[src/rtl/lbdr_pkg.sv]
// Shared types, codes and sizes for the lidar bird's-eye-view depth raster unit.
// Used by every module of the block; no dependencies of its own.
`timescale 1ns / 1ps

package lbdr_pkg;

	// storage size of the depth map
	localparam int MAX_COLS = 1024;
	localparam int MAX_ROWS = 1024;
	localparam int COL_W    = $clog2(MAX_COLS);
	localparam int ROW_W    = $clog2(MAX_ROWS);
	localparam int DEPTH    = MAX_ROWS * MAX_COLS;
	localparam int ADDR_W   = $clog2(DEPTH);

	// stream payload widths
	localparam int S_TDATA_W = 96;
	localparam int S_TUSER_W = 2;
	localparam int M_TDATA_W = 32;
	localparam int M_TUSER_W = 3;

	// configuration port
	localparam int CFG_IDX_W  = 3;
	localparam int CFG_DATA_W = 24;

	localparam logic [CFG_IDX_W-1:0] REG_MAP_WIDTH   = 3'd0;
	localparam logic [CFG_IDX_W-1:0] REG_MAP_HEIGHT  = 3'd1;
	localparam logic [CFG_IDX_W-1:0] REG_PIX_PER_M   = 3'd2;
	localparam logic [CFG_IDX_W-1:0] REG_MIN_RANGE   = 3'd3;
	localparam logic [CFG_IDX_W-1:0] REG_MAX_RANGE   = 3'd4;
	localparam logic [CFG_IDX_W-1:0] REG_DEPTH_GAIN  = 3'd5;

	// request kinds
	typedef enum logic [1:0] {
		REQ_POINT = 2'd0,
		REQ_READ  = 2'd1,
		REQ_CLEAR = 2'd2,
		REQ_NONE  = 2'd3
	} req_t;

	// result status codes
	typedef enum logic [2:0] {
		RES_WRITTEN  = 3'd0,
		RES_FILTERED = 3'd1,
		RES_OFF_MAP  = 3'd2,
		RES_READ     = 3'd3,
		RES_CLEARED  = 3'd4
	} res_t;

	// configuration register file contents
	typedef struct packed {
		logic [10:0] map_width;
		logic [10:0] map_height;
		logic [15:0] pix_per_m;
		logic [22:0] min_range;
		logic [22:0] max_range;
		logic [23:0] depth_gain;
	} cfg_t;

	// controller states
	typedef enum logic [2:0] {
		S_INIT,
		S_IDLE,
		S_CALC,
		S_MAP,
		S_ACCESS,
		S_WIPE,
		S_DONE
	} ctrl_state_t;

	// controller to datapath
	typedef struct packed {
		logic load;
		logic calc;
		logic map;
		logic access;
		logic wipe;
		logic out_load;
	} cmd_t;

	// datapath to controller
	typedef struct packed {
		logic wipe_last;
		logic out_stall;
	} stat_t;

endpackage

[src/rtl/lbdr_regs.sv]
// Configuration register file of the depth raster unit.
// Depends on lbdr_pkg for the register indexes and the cfg_t layout.
`timescale 1ns / 1ps

module lbdr_regs
	import lbdr_pkg::*;
(
	input  logic                  clk,
	input  logic                  arst_n,
	input  logic                  cfg_we,
	input  logic [CFG_IDX_W-1:0]  cfg_index,
	input  logic [CFG_DATA_W-1:0] cfg_data,
	output cfg_t                  cfg
);

	cfg_t cfg_q;

	// register writes, unknown indexes are dropped
	always_ff @(posedge clk or negedge arst_n) begin
		if (!arst_n) begin
			cfg_q.map_width  <= 11'd650;
			cfg_q.map_height <= 11'd650;
			cfg_q.pix_per_m  <= 16'd12800;
			cfg_q.min_range  <= 23'd51;
			cfg_q.max_range  <= 23'd7680;
			cfg_q.depth_gain <= 24'd2176;
		end else if (cfg_we) begin
			case (cfg_index)
				REG_MAP_WIDTH:  cfg_q.map_width  <= cfg_data[10:0];
				REG_MAP_HEIGHT: cfg_q.map_height <= cfg_data[10:0];
				REG_PIX_PER_M:  cfg_q.pix_per_m  <= cfg_data[15:0];
				REG_MIN_RANGE:  cfg_q.min_range  <= cfg_data[22:0];
				REG_MAX_RANGE:  cfg_q.max_range  <= cfg_data[22:0];
				REG_DEPTH_GAIN: cfg_q.depth_gain <= cfg_data[23:0];
				default: ;
			endcase
		end
	end

	assign cfg = cfg_q;

endmodule

[config.mk]
export PLATFORM = sky130hd
export DESIGN_NAME = lbdr_regs
export DESIGN_NICKNAME = d
export VERILOG_FILES = /design/src/rtl/lbdr_pkg.sv /design/src/rtl/lbdr_regs.sv
export SDC_FILE = /design/constraint.sdc
export NUM_CORES = 1
export LEC_CHECK = 0
export CAP_MARGIN = 20
export CORE_UTILIZATION = 37
export DETAILED_ROUTE_END_ITERATION = 16
export DONT_BUFFER_PORTS = 1
export PLACE_DENSITY = 0.58
export SETUP_SLACK_MARGIN = 0.4
export SLEW_MARGIN = 20
export SYNTH_ARGS = -nofsm -noshare
export SYNTH_HDL_FRONTEND = slang
export SYNTH_SLANG_ARGS = --single-unit
[constraint.sdc]
create_clock -name clk -period 0.8 [get_ports clk]
set_input_delay 0.04 -clock clk [delete_from_list [all_inputs] [get_ports clk]]
set_output_delay 0.04 -clock clk [all_outputs]
set_load 0.005 [all_outputs]
# After elaboration in Yosys (flattened, before gate mapping)
# Index checks and enable logic that the tools add are counted.
dict set report totals {
  ff_bits 108
  input_bits 30
}
dict set report op_classes {
  eq_ne 5
  n_reduce_logical 7
}
# op n
set ops {}
lappend ops {{AND reduction 2 bit} 6}
lappend ops {{equality test 3 x 2 -> 1 bit, second input constant} 2}
lappend ops {{equality test 3 bit, second input constant} 2}
lappend ops {{equality test 3 x 1 -> 1 bit, second input constant} 1}
lappend ops {{zero test 3 bit} 1}

# Depth between registers and ports, before layout
dict set report logic_depth {
  word_depth 2
  depth_mapped 4
  mapped_depth_nobuf 2
}

# Worst setup path before layout
# No wires, ideal clock.
dict set report synth_timing {
  kind {input -> register}
  from {input port cfg_index[1]}
  to {register cfg_q (netlist bit cfg[26])}
  n_path_buf 2
  setup_slack_ns -0.255
  path_stages 4
  arrival_ns 0.930
  setup_time_ns 0.125
  path_cell_list {nor4bb_1 -> buf_2 -> buf_8 -> mux2_2}
}
dict set report synth_between {
  elab_chain_len 2
}
# element line
set synth_lines {}
lappend synth_lines {{from (decl)} lbdr_regs.sv:11} ;# input logic [CFG_IDX_W-1:0] cfg_index,
lappend synth_lines {{equality test 3 bit} lbdr_regs.sv:28} ;# case (cfg_index)
lappend synth_lines {{AND reduction 2 bit (no line)} --}
lappend synth_lines {{to (decl)} lbdr_regs.sv:16} ;# cfg_t cfg_q;
# Every way passes these cells.
# A chain may end at the register's enable or synchronous reset.

# Worst setup path in the final report
dict set report layout_timing {
  from {register cfg_q (netlist bit cfg[31])}
  to {output port cfg[31] (netlist bit)}
}
# element line
set layout_rtl {}
lappend layout_rtl {{to (decl)} lbdr_regs.sv:13} ;# output cfg_t cfg
# No word-level cell between the ends.

==> run metrics <==
Setup crit end kind output port; first-pass GRT wire length 15000 um; maximum fanout along the worst path 2; gr usage total 17.7%; crit-path most repeated cell buf_6; Initial Utilization 37.9%; internal power 12400 uW; average size of a mapped cell 17.6 um2; Vias 2424; share of the yosys chip area belonging to registers 66.5%; max-cap viol count 0; Final Hold Viols 216; Sequential Power Share 48.3%; CTS clock-pin slew for the worst setup and hold paths 0.10 ns; DRT iter0 DRCs 83; Worst-Skew Late Latency 0.35 ns; fmax 0.976 GHz; setup TNS -16.36 ns; GRT overflow 0; Synth-to-Final Area Change 49.5%; Mapped Cells 233; failing checks negative hold slack, negative setup slack; switching share of total power 23.7%; crit-path cells buf_6 > buf_6; clock tree buffer depth 2; status finished, violations left; Yosys warning count 0; worst slew pin tran 0.263 ns; period utilization 128%; Worst path max stage delay 0.40 ns; Final Setup Violations 141; Sink Count 108; PortBufs 0; Detailed Place HPWL 5800 um; Comb pwr share 28.6%; final worst setup slack -0.225 ns; Die Wd 107 um; WL final 9880 um; die area 11500 um2; 1st-pass router iterations 4; Placer Congestion 0.674; clk_skew 0 ns; antenna cells 0; maximum vdd drop 0.00109 V; RSZ-0062 raised after global routing true; initial antenna violation count 0; area occupied by multi-input gates 1690 um2; post-synth net total 263; clock root buffer clkbuf_8; boundary pin count 138; CTS tree done; largest net degree at the start of global routing 109; Top delay family on crit path flip-flops; number of fill cells 853; final hold slack -0.634 ns; CP startpoint kind flop; synthesized area 4110 um2; switching power 3840 uW; DRC 0; slowest library cell on the worst path dfrtp_1; register area 2730 um2; min Tclk post-route 1.02 ns; critical path data required time 0.76 ns; remaining antenna violation count 0; Netlist cell types 13; slew margin rel. 82.4%; Vert. Die Dim 107 um; Final nets 379; core area 10800 um2; Data arrival, critical path 0.98 ns; HP Class input pin to async pin; num rows 38; commonest non-fill, non-tap cell in the layout mux2_4; leak pwr 0.00296 uW; H-tree depth 3; clock share of power 23.2%; max FFs per register 108; Crit Path Category flop to output port; crit path buf inv count 2; Final Max Slew Viols 0; share of layout cells above drive strength 1 74.6%; vias in the first global route 2652; vias per inst 4.91; Yosys reg bits 108; most frequent cells in the layout mux2_4, buf_6, dfrtp_1; routed len/inst 20.0 um; PD cells 2640 nW/um2; cts bufs inserted 9
[cell families after synthesis]
group | after synthesis | share of synthesized area [%]
AND/OR/NAND/NOR | 6 | 1.80
buffers and inverters | 11 | 2.13
multiplexers | 108 | 29.6
flip-flops | 108 | 66.5
[metal layers]
metal	GRT usage [%]	up-vias	wire, um
li1	-	1050	-
met1	22.7	1292	4370
met2	28.6	70	4870
met3	4.18	12	477
met4	7.63	0	169
met5	0	-	0
[cells in the mapped netlist, drive strengths merged]
cell type / number / area [um2]
and4bb: 2 / 25.0
buf: 11 / 87.6
nor4bb: 1 / 10.0
dfrtp: 87 / 2180
nor4b: 1 / 15.0
mux2: 108 / 1220
dfstp: 21 / 552
nand4b: 2 / 23.8
[stage by stage]
step | worst slack [ns] | power [uW] | util (%) | cell area [um2] | instances
floorplan | -0.251 | 9180 | - | 4390 | 233
global placement | -0.308 | 10700 | 47.4 | 5140 | 442
detailed placement | -0.320 | 10900 | 47.4 | 5140 | 442
CTS | -0.245 | 15800 | 54.4 | 5900 | 479
global route | -0.287 | 17000 | 56.6 | 6140 | 494
finish | -0.225 | 16200 | 56.6 | 6140 | 494
[worst register-to-register path, stage by stage (launching register included)]
cell     delay, ns
dfrtp_1       0.40
buf_4         0.14
buf_6         0.10
mux2_4        0.25
[worst paths after layout]
| check | from | to | slack, ns | cells after the start |
|---|---|---|---|---|
| min in group clk | cfg_data[5] | cfg[91] | -0.19 | 1 |
| worst max register to register | cfg[31] | cfg[31] | -0.20 | 3 |
| worst min register to register | cfg[10] | cfg[10] | 0.54 | 1 |
| max in group asynchronous | arst_n | cfg[47] | 1.17 | 0 |
| worst min-delay path | arst_n | cfg[4] | -0.63 | 0 |
| worst max-delay path | cfg[31] | cfg[31] | -0.22 | 2 |
[power by group through the flow]
stage / Combinational [uW] / Sequential [uW] / Clock [uW]
after floorplan: 1560 / 7620 / 0
after global placement: 3090 / 7660 / 0
after detailed placement: 3170 / 7690 / 0
after CTS: 4190 / 7770 / 3850
after global routing: 4910 / 7970 / 4100
final: 4630 / 7830 / 3750
[what timing repair did]
item	in CTS	in global routing
endpoints found under the setup margin	216	216
gates resized for setup	100	34
setup buffers	21	15
endpoints found under the hold margin	216	216
[area by class of cell]
cell class | count | share of cell area, %
flip-flops and latches | 108 | 44.4
multi-input cells | 114 | 27.6
repair buffers | 116 | 21.4
well taps | 140 | 2.85
clock buffers | 12 | 2.53
clock inverters | 4 | 1.18
Power figures use the tool's default switching activity.
