==> config.mk <==
export PLATFORM = sky130hd
export DESIGN_NAME = lbdr_ctrl
export DESIGN_NICKNAME = d
export VERILOG_FILES = /design/src/rtl/lbdr_pkg.sv /design/src/rtl/lbdr_ctrl.sv
export SDC_FILE = /design/constraint.sdc
export NUM_CORES = 1
export LEC_CHECK = 0
export BUFFER_PORTS_ARGS = -buffer_cell sky130_fd_sc_hd__buf_2
export CORE_AREA = 8 8 45 47
export DETAILED_ROUTE_END_ITERATION = 8
export DIE_AREA = 0 0 53 55
export SYNTH_ARGS = -nofsm -noshare
export SYNTH_HDL_FRONTEND = slang
export SYNTH_SLANG_ARGS = --single-unit
==> constraint.sdc <==
create_clock -name clk -period 1.8 [get_ports clk]
set_clock_uncertainty 0.15 [all_clocks]
set_input_delay 0.09 -clock clk [delete_from_list [all_inputs] [get_ports clk]]
set_output_delay 0.09 -clock clk [all_outputs]
set_load 0.02 [all_outputs]
==> src/rtl/lbdr_pkg.sv <==
// Shared types, codes and sizes for the lidar bird's-eye-view depth raster unit.
// Used by every module of the block; no dependencies of its own.
`timescale 1ns / 1ps

package lbdr_pkg;

	// storage size of the depth map
	localparam int MAX_COLS = 1024;
	localparam int MAX_ROWS = 1024;
	localparam int COL_W    = $clog2(MAX_COLS);
	localparam int ROW_W    = $clog2(MAX_ROWS);
	localparam int DEPTH    = MAX_ROWS * MAX_COLS;
	localparam int ADDR_W   = $clog2(DEPTH);

	// stream payload widths
	localparam int S_TDATA_W = 96;
	localparam int S_TUSER_W = 2;
	localparam int M_TDATA_W = 32;
	localparam int M_TUSER_W = 3;

	// configuration port
	localparam int CFG_IDX_W  = 3;
	localparam int CFG_DATA_W = 24;

	localparam logic [CFG_IDX_W-1:0] REG_MAP_WIDTH   = 3'd0;
	localparam logic [CFG_IDX_W-1:0] REG_MAP_HEIGHT  = 3'd1;
	localparam logic [CFG_IDX_W-1:0] REG_PIX_PER_M   = 3'd2;
	localparam logic [CFG_IDX_W-1:0] REG_MIN_RANGE   = 3'd3;
	localparam logic [CFG_IDX_W-1:0] REG_MAX_RANGE   = 3'd4;
	localparam logic [CFG_IDX_W-1:0] REG_DEPTH_GAIN  = 3'd5;

	// request kinds
	typedef enum logic [1:0] {
		REQ_POINT = 2'd0,
		REQ_READ  = 2'd1,
		REQ_CLEAR = 2'd2,
		REQ_NONE  = 2'd3
	} req_t;

	// result status codes
	typedef enum logic [2:0] {
		RES_WRITTEN  = 3'd0,
		RES_FILTERED = 3'd1,
		RES_OFF_MAP  = 3'd2,
		RES_READ     = 3'd3,
		RES_CLEARED  = 3'd4
	} res_t;

	// configuration register file contents
	typedef struct packed {
		logic [10:0] map_width;
		logic [10:0] map_height;
		logic [15:0] pix_per_m;
		logic [22:0] min_range;
		logic [22:0] max_range;
		logic [23:0] depth_gain;
	} cfg_t;

	// controller states
	typedef enum logic [2:0] {
		S_INIT,
		S_IDLE,
		S_CALC,
		S_MAP,
		S_ACCESS,
		S_WIPE,
		S_DONE
	} ctrl_state_t;

	// controller to datapath
	typedef struct packed {
		logic load;
		logic calc;
		logic map;
		logic access;
		logic wipe;
		logic out_load;
	} cmd_t;

	// datapath to controller
	typedef struct packed {
		logic wipe_last;
		logic out_stall;
	} stat_t;

endpackage

==> src/rtl/lbdr_ctrl.sv <==
// Sequencing state machine of the depth raster unit.
// Depends on lbdr_pkg for the state, request, command and status types.
`timescale 1ns / 1ps

module lbdr_ctrl
	import lbdr_pkg::*;
(
	input  logic  clk,
	input  logic  arst_n,
	input  logic  in_valid,
	input  req_t  in_req,
	output logic  in_ready,
	input  stat_t st,
	output cmd_t  cmd
);

	ctrl_state_t state_q, state_d;

	// state register
	always_ff @(posedge clk or negedge arst_n) begin
		if (!arst_n) begin
			state_q <= S_INIT;
		end else begin
			state_q <= state_d;
		end
	end

	// next state and commands
	always_comb begin
		state_d  = state_q;
		cmd      = '0;
		in_ready = 1'b0;
		case (state_q)
			S_INIT: begin
				cmd.wipe = 1'b1;
				if (st.wipe_last) begin
					state_d = S_IDLE;
				end
			end
			S_IDLE: begin
				in_ready = 1'b1;
				if (in_valid) begin
					cmd.load = 1'b1;
					case (in_req)
						REQ_POINT: state_d = S_CALC;
						REQ_READ:  state_d = S_ACCESS;
						REQ_CLEAR: state_d = S_WIPE;
						default:   state_d = S_DONE;
					endcase
				end
			end
			S_CALC: begin
				cmd.calc = 1'b1;
				state_d  = S_MAP;
			end
			S_MAP: begin
				cmd.map = 1'b1;
				state_d = S_ACCESS;
			end
			S_ACCESS: begin
				cmd.access = 1'b1;
				state_d    = S_DONE;
			end
			S_WIPE: begin
				cmd.wipe = 1'b1;
				if (st.wipe_last) begin
					state_d = S_DONE;
				end
			end
			S_DONE: begin
				// wait for room in the output register
				if (!st.out_stall) begin
					cmd.out_load = 1'b1;
					state_d      = S_IDLE;
				end
			end
			default: state_d = S_INIT;
		endcase
	end

endmodule

# Yosys cells after proc, flatten, opt, wreduce, memory -nomap -nowiden
# Index checks and enable logic that the tools add are counted.
# classes
n_reduce_logical	4
n_eq_ne	12
n_mux	15
# ops
operator	count
$pmux W3 S7	1
$mux W3	4
$eq A3 B3 Y1 const B	3
$mux W1	9
$pmux W3 S3	1
$ne A2 B2 Y1 const B	4
$eq A3 B2 Y1 const B	2
$reduce_and A4 Y1	1
$eq A3 B1 Y1 const B	1
$logic_not A3 Y1	1
$eq A2 B1 Y1 const B	1
$eq A2 B2 Y1 const B	1
$logic_not A2 Y1	1
$reduce_or A2 Y1	1
# word_totals
out_inout_bits	7
regBits	3
word_cells	32
inputBits	7

# Longest topological paths before layout
# logic_depth
depth_word	4
mapped_depth	5
mapped_depth_nobuf	5

# Worst setup path after synthesis
# Ideal clock, no wire load.
# synth_timing
kind	reg2out
from	register state_q[2]
to	output port cmd[5] in the netlist's numbering
required_time_ns	1.560
n_path_buf	1
stages_incl_launch_ff	4
setup_slack_ns	0.380
arrival_time_ns	1.180
path_cell_list	dfrtp_1 -> buf_6 -> nand2b_4 -> nor3b_1
# synth_rtl
item	line	source
from (decl)	lbdr_ctrl.sv:17	ctrl_state_t state_q, state_d;
from (signal assigned)	lbdr_ctrl.sv:24	state_q <= state_d;
to (decl)	lbdr_ctrl.sv:14	output cmd_t cmd

==> impl_metrics.ini <==
[logic_synthesis]
syn_inst = 38
yosysWarningCount = 0
ys_types = 22
yosys.area.top_type = dfrtp_1
synth_compound_area_share_pct = 20.9
ys_seq_elements = 3
synth-xor-area-share_pct = 2.66
synth_edf_count = 0
ys.flop_type = dfrtp_1
yosysSeqAreaShare_pct = 22.8
yosys-top-cells-count = nor2_1 (6), inv_1 (4), buf_6 (3), dfrtp_1 (3), nor2b_1 (3)
synth.most_common_cell = nor2_1
mappedNetlistArea_sq_um = 329
syn-num-nets = 47
ys_async_sr_fraction_pct = 100
yosys.area_share.simple_pct = 30.0
synthTopCellsByArea = dfrtp_1 (23%), buf_6 (10%), ha_1 (7.6%)
synth_top_area_share_pct = 22.8
syn_avg_cell_area_sq_um = 8.66
synthMuxAreaShare_pct = 0
synthAdderAreaFrac_pct = 7.60
synth_top_family_by_area = simple AND/OR/NAND/NOR gates

[power]
p_clk_share_pct = 16.2
p_sw_share_pct = 47.9
p_seq_share_pct = 29.2
internal_power_mw = 0.372
vdd_ir_drop_max_uv = 607
combPwrFrac_pct = 54.6
powerDensity_nw_per_um2 = 1710
switchingPower_mw = 0.342
p_leak_nw = 0.218

[timing]
hold_violations = 0
slew_headroom_pct = 71.9
final.setup.tns_ns = 0
finalSetupViolCount = 0
fin_crit_sh_pct = 87.7
slew_violations = 0
clock.fmax_ghz = 0.634
period_needed_ns = 1.58
worst_slack_ns = 0.222
tightest_slew_ns = 0.421
grt_setup_unrepaired = false

[floorplan]
die-area_sq_um = 2920
ios = 14
core_area_sq_um = 1380
start_util_pct = 23.8
die_y_microns = 55
rows = 14
die_w_microns = 53

[place]
gp_congestion = 0.763
dp_hpwl_microns = 567
pre_cts_slack_ns = 0.461
io_buffers = 13

[final_layout]
syn2layout_area_growth_pct = 26.6
largest_reg_flops = 3
drive_above_1_share_pct = 35.8
reg_top3 = state_q (3)
regMostFlops = state_q
multi_input_area_sq_um = 201
fillers = 141
final_core_util_pct = 30.1
regArea_sq_um = 75.1
diodes = 0
fin_nets = 63

[setup_path]
path_max_fanout = 12
timing.critical_path.arrival_ns = 1.34
cp.required_ns = 1.56
start_kind = flip-flop
path_class = flip-flop to output pin
end_kind = output pin

[clock_network]
clock_path_buffers = 2
clock_latency_ns = 0.23
cts.clk_slew.worst_paths_ns = 0.04
cts.sinks = 3
numCtsBuffers = 3
tritoncts = done
root_buffer = clkbuf_4
htreeDepth = 1
post_cts_resized = 0

[status]
status = complete, no violations

[drt]
ant_nets = 0
totalWireLength_microns = 718
vias_per_cell = 4.52
drt_iter0_markers = 6
vias = 312
dr.pass1.iters = 2
drcViolationCount = 0
wl_per_cell_microns = 10.4

[global_routing]
antenna_found_initial = 0
grt_pass1_vias = 322
grt_pass1_wl_microns = 1190
grt_overflow_total = 0
grt_max_degree = 13
grt.total_usage_pct = 5.53

[worst_hold_path]
min-delay-path-class = input port to async pin

[job]
drv_cap = 0
-- per-layer routing --
layer  share of wire, %  GRT usage [%]
met3                6.0           2.94
met2                 55           9.77
met4                  0           3.88
met5                  0              0
met1                 39           4.73
-- worst max-delay path: stages (launching register included) --
cell	delay [ns]
dfrtp_1	0.53
nor2b_1	0.25
and3b_1	0.17
buf_2	0.16
-- logic make-up after synthesis --
logic type                 count (synthesis)
and+or+nand+nor                           15
xor gates and xnor gates                   1
AOI/OAI and AO/OA                          9
DFF                                        3
buffers and inverters                      8
adders and majority gates                  2
-- cell type report --
class | count | share of cell area (%)
Multi-Input combinational cell | 27 | 48.3
Timing Repair Buffer | 14 | 18.0
Inverter | 5 | 4.50
Sequential cell | 3 | 18.0
Clock buffer | 4 | 6.31
Tap cell | 16 | 4.80
-- metrics by stage --
stage / instance area [sq um] / hold slack, ns / cells / total power [mW]
after detailed placement: 380 / -0.262 / 64 / 0.603
after floorplan: 329 / -0.356 / 38 / 0.561
final: 417 / 0.0349 / 69 / 0.714
after CTS: 417 / 0.0233 / 69 / 0.727
after global routing: 417 / 0.0214 / 69 / 0.792
after global placement: 380 / -0.264 / 64 / 0.603
-- final timing paths --
kind                                   startpoint                     end  slack (ns)  depth (start not counted)
max                        state_q[1]$_DFFE_PN0P_                  cmd[0]        0.22                          3
min                                        arst_n  state_q[2]$_DFFE_PN0P_        0.03                          2
max reg2reg                state_q[0]$_DFFE_PN0P_  state_q[1]$_DFFE_PN0P_        0.49                          2
min reg2reg                state_q[2]$_DFFE_PN0P_  state_q[2]$_DFFE_PN0P_        0.55                          1
max in group asynchronous                  arst_n  state_q[1]$_DFFE_PN0P_        1.36                          2
min in group clk                         in_valid  state_q[2]$_DFFE_PN0P_        0.05                          3
-- what timing repair did --
action / in CTS / in global routing
setup endpoints to repair: 0 / 0
buffers inserted: 0 / 0
hold endpoints to repair: 3 / 0
hold buffers: 1 / 0
-- power by group through the flow --
stage / Sequential [mW] / Combinational [mW] / Clock, mW
5_1_grt: 0.221 / 0.436 / 0.134
3_3_place_gp: 0.209 / 0.394 / 0
6_report: 0.208 / 0.389 / 0.116
3_5_place_dp: 0.209 / 0.394 / 0
4_1_cts: 0.208 / 0.396 / 0.124
2_1_floorplan: 0.125 / 0.435 / 0
-- placed cells by master, fill, tap and decap left out, drive strengths merged --
master       instances
a21oi                1
a221o                1
a22oi                1
and3b                1
buf                 13
clkbuf               4
clkinv               1
dfrtp                3
dlygate4sd3          1
ha                   2
inv                  4
nand2b               1
nor2                 6
nor2b                3
nor3                 1
nor3b                2
nor4bb               1
o21ai                3
o21bai               1
o2bb2ai              1
o311a                1
xor2                 1
No activity file was read; power rests on OpenSTA's default activity.
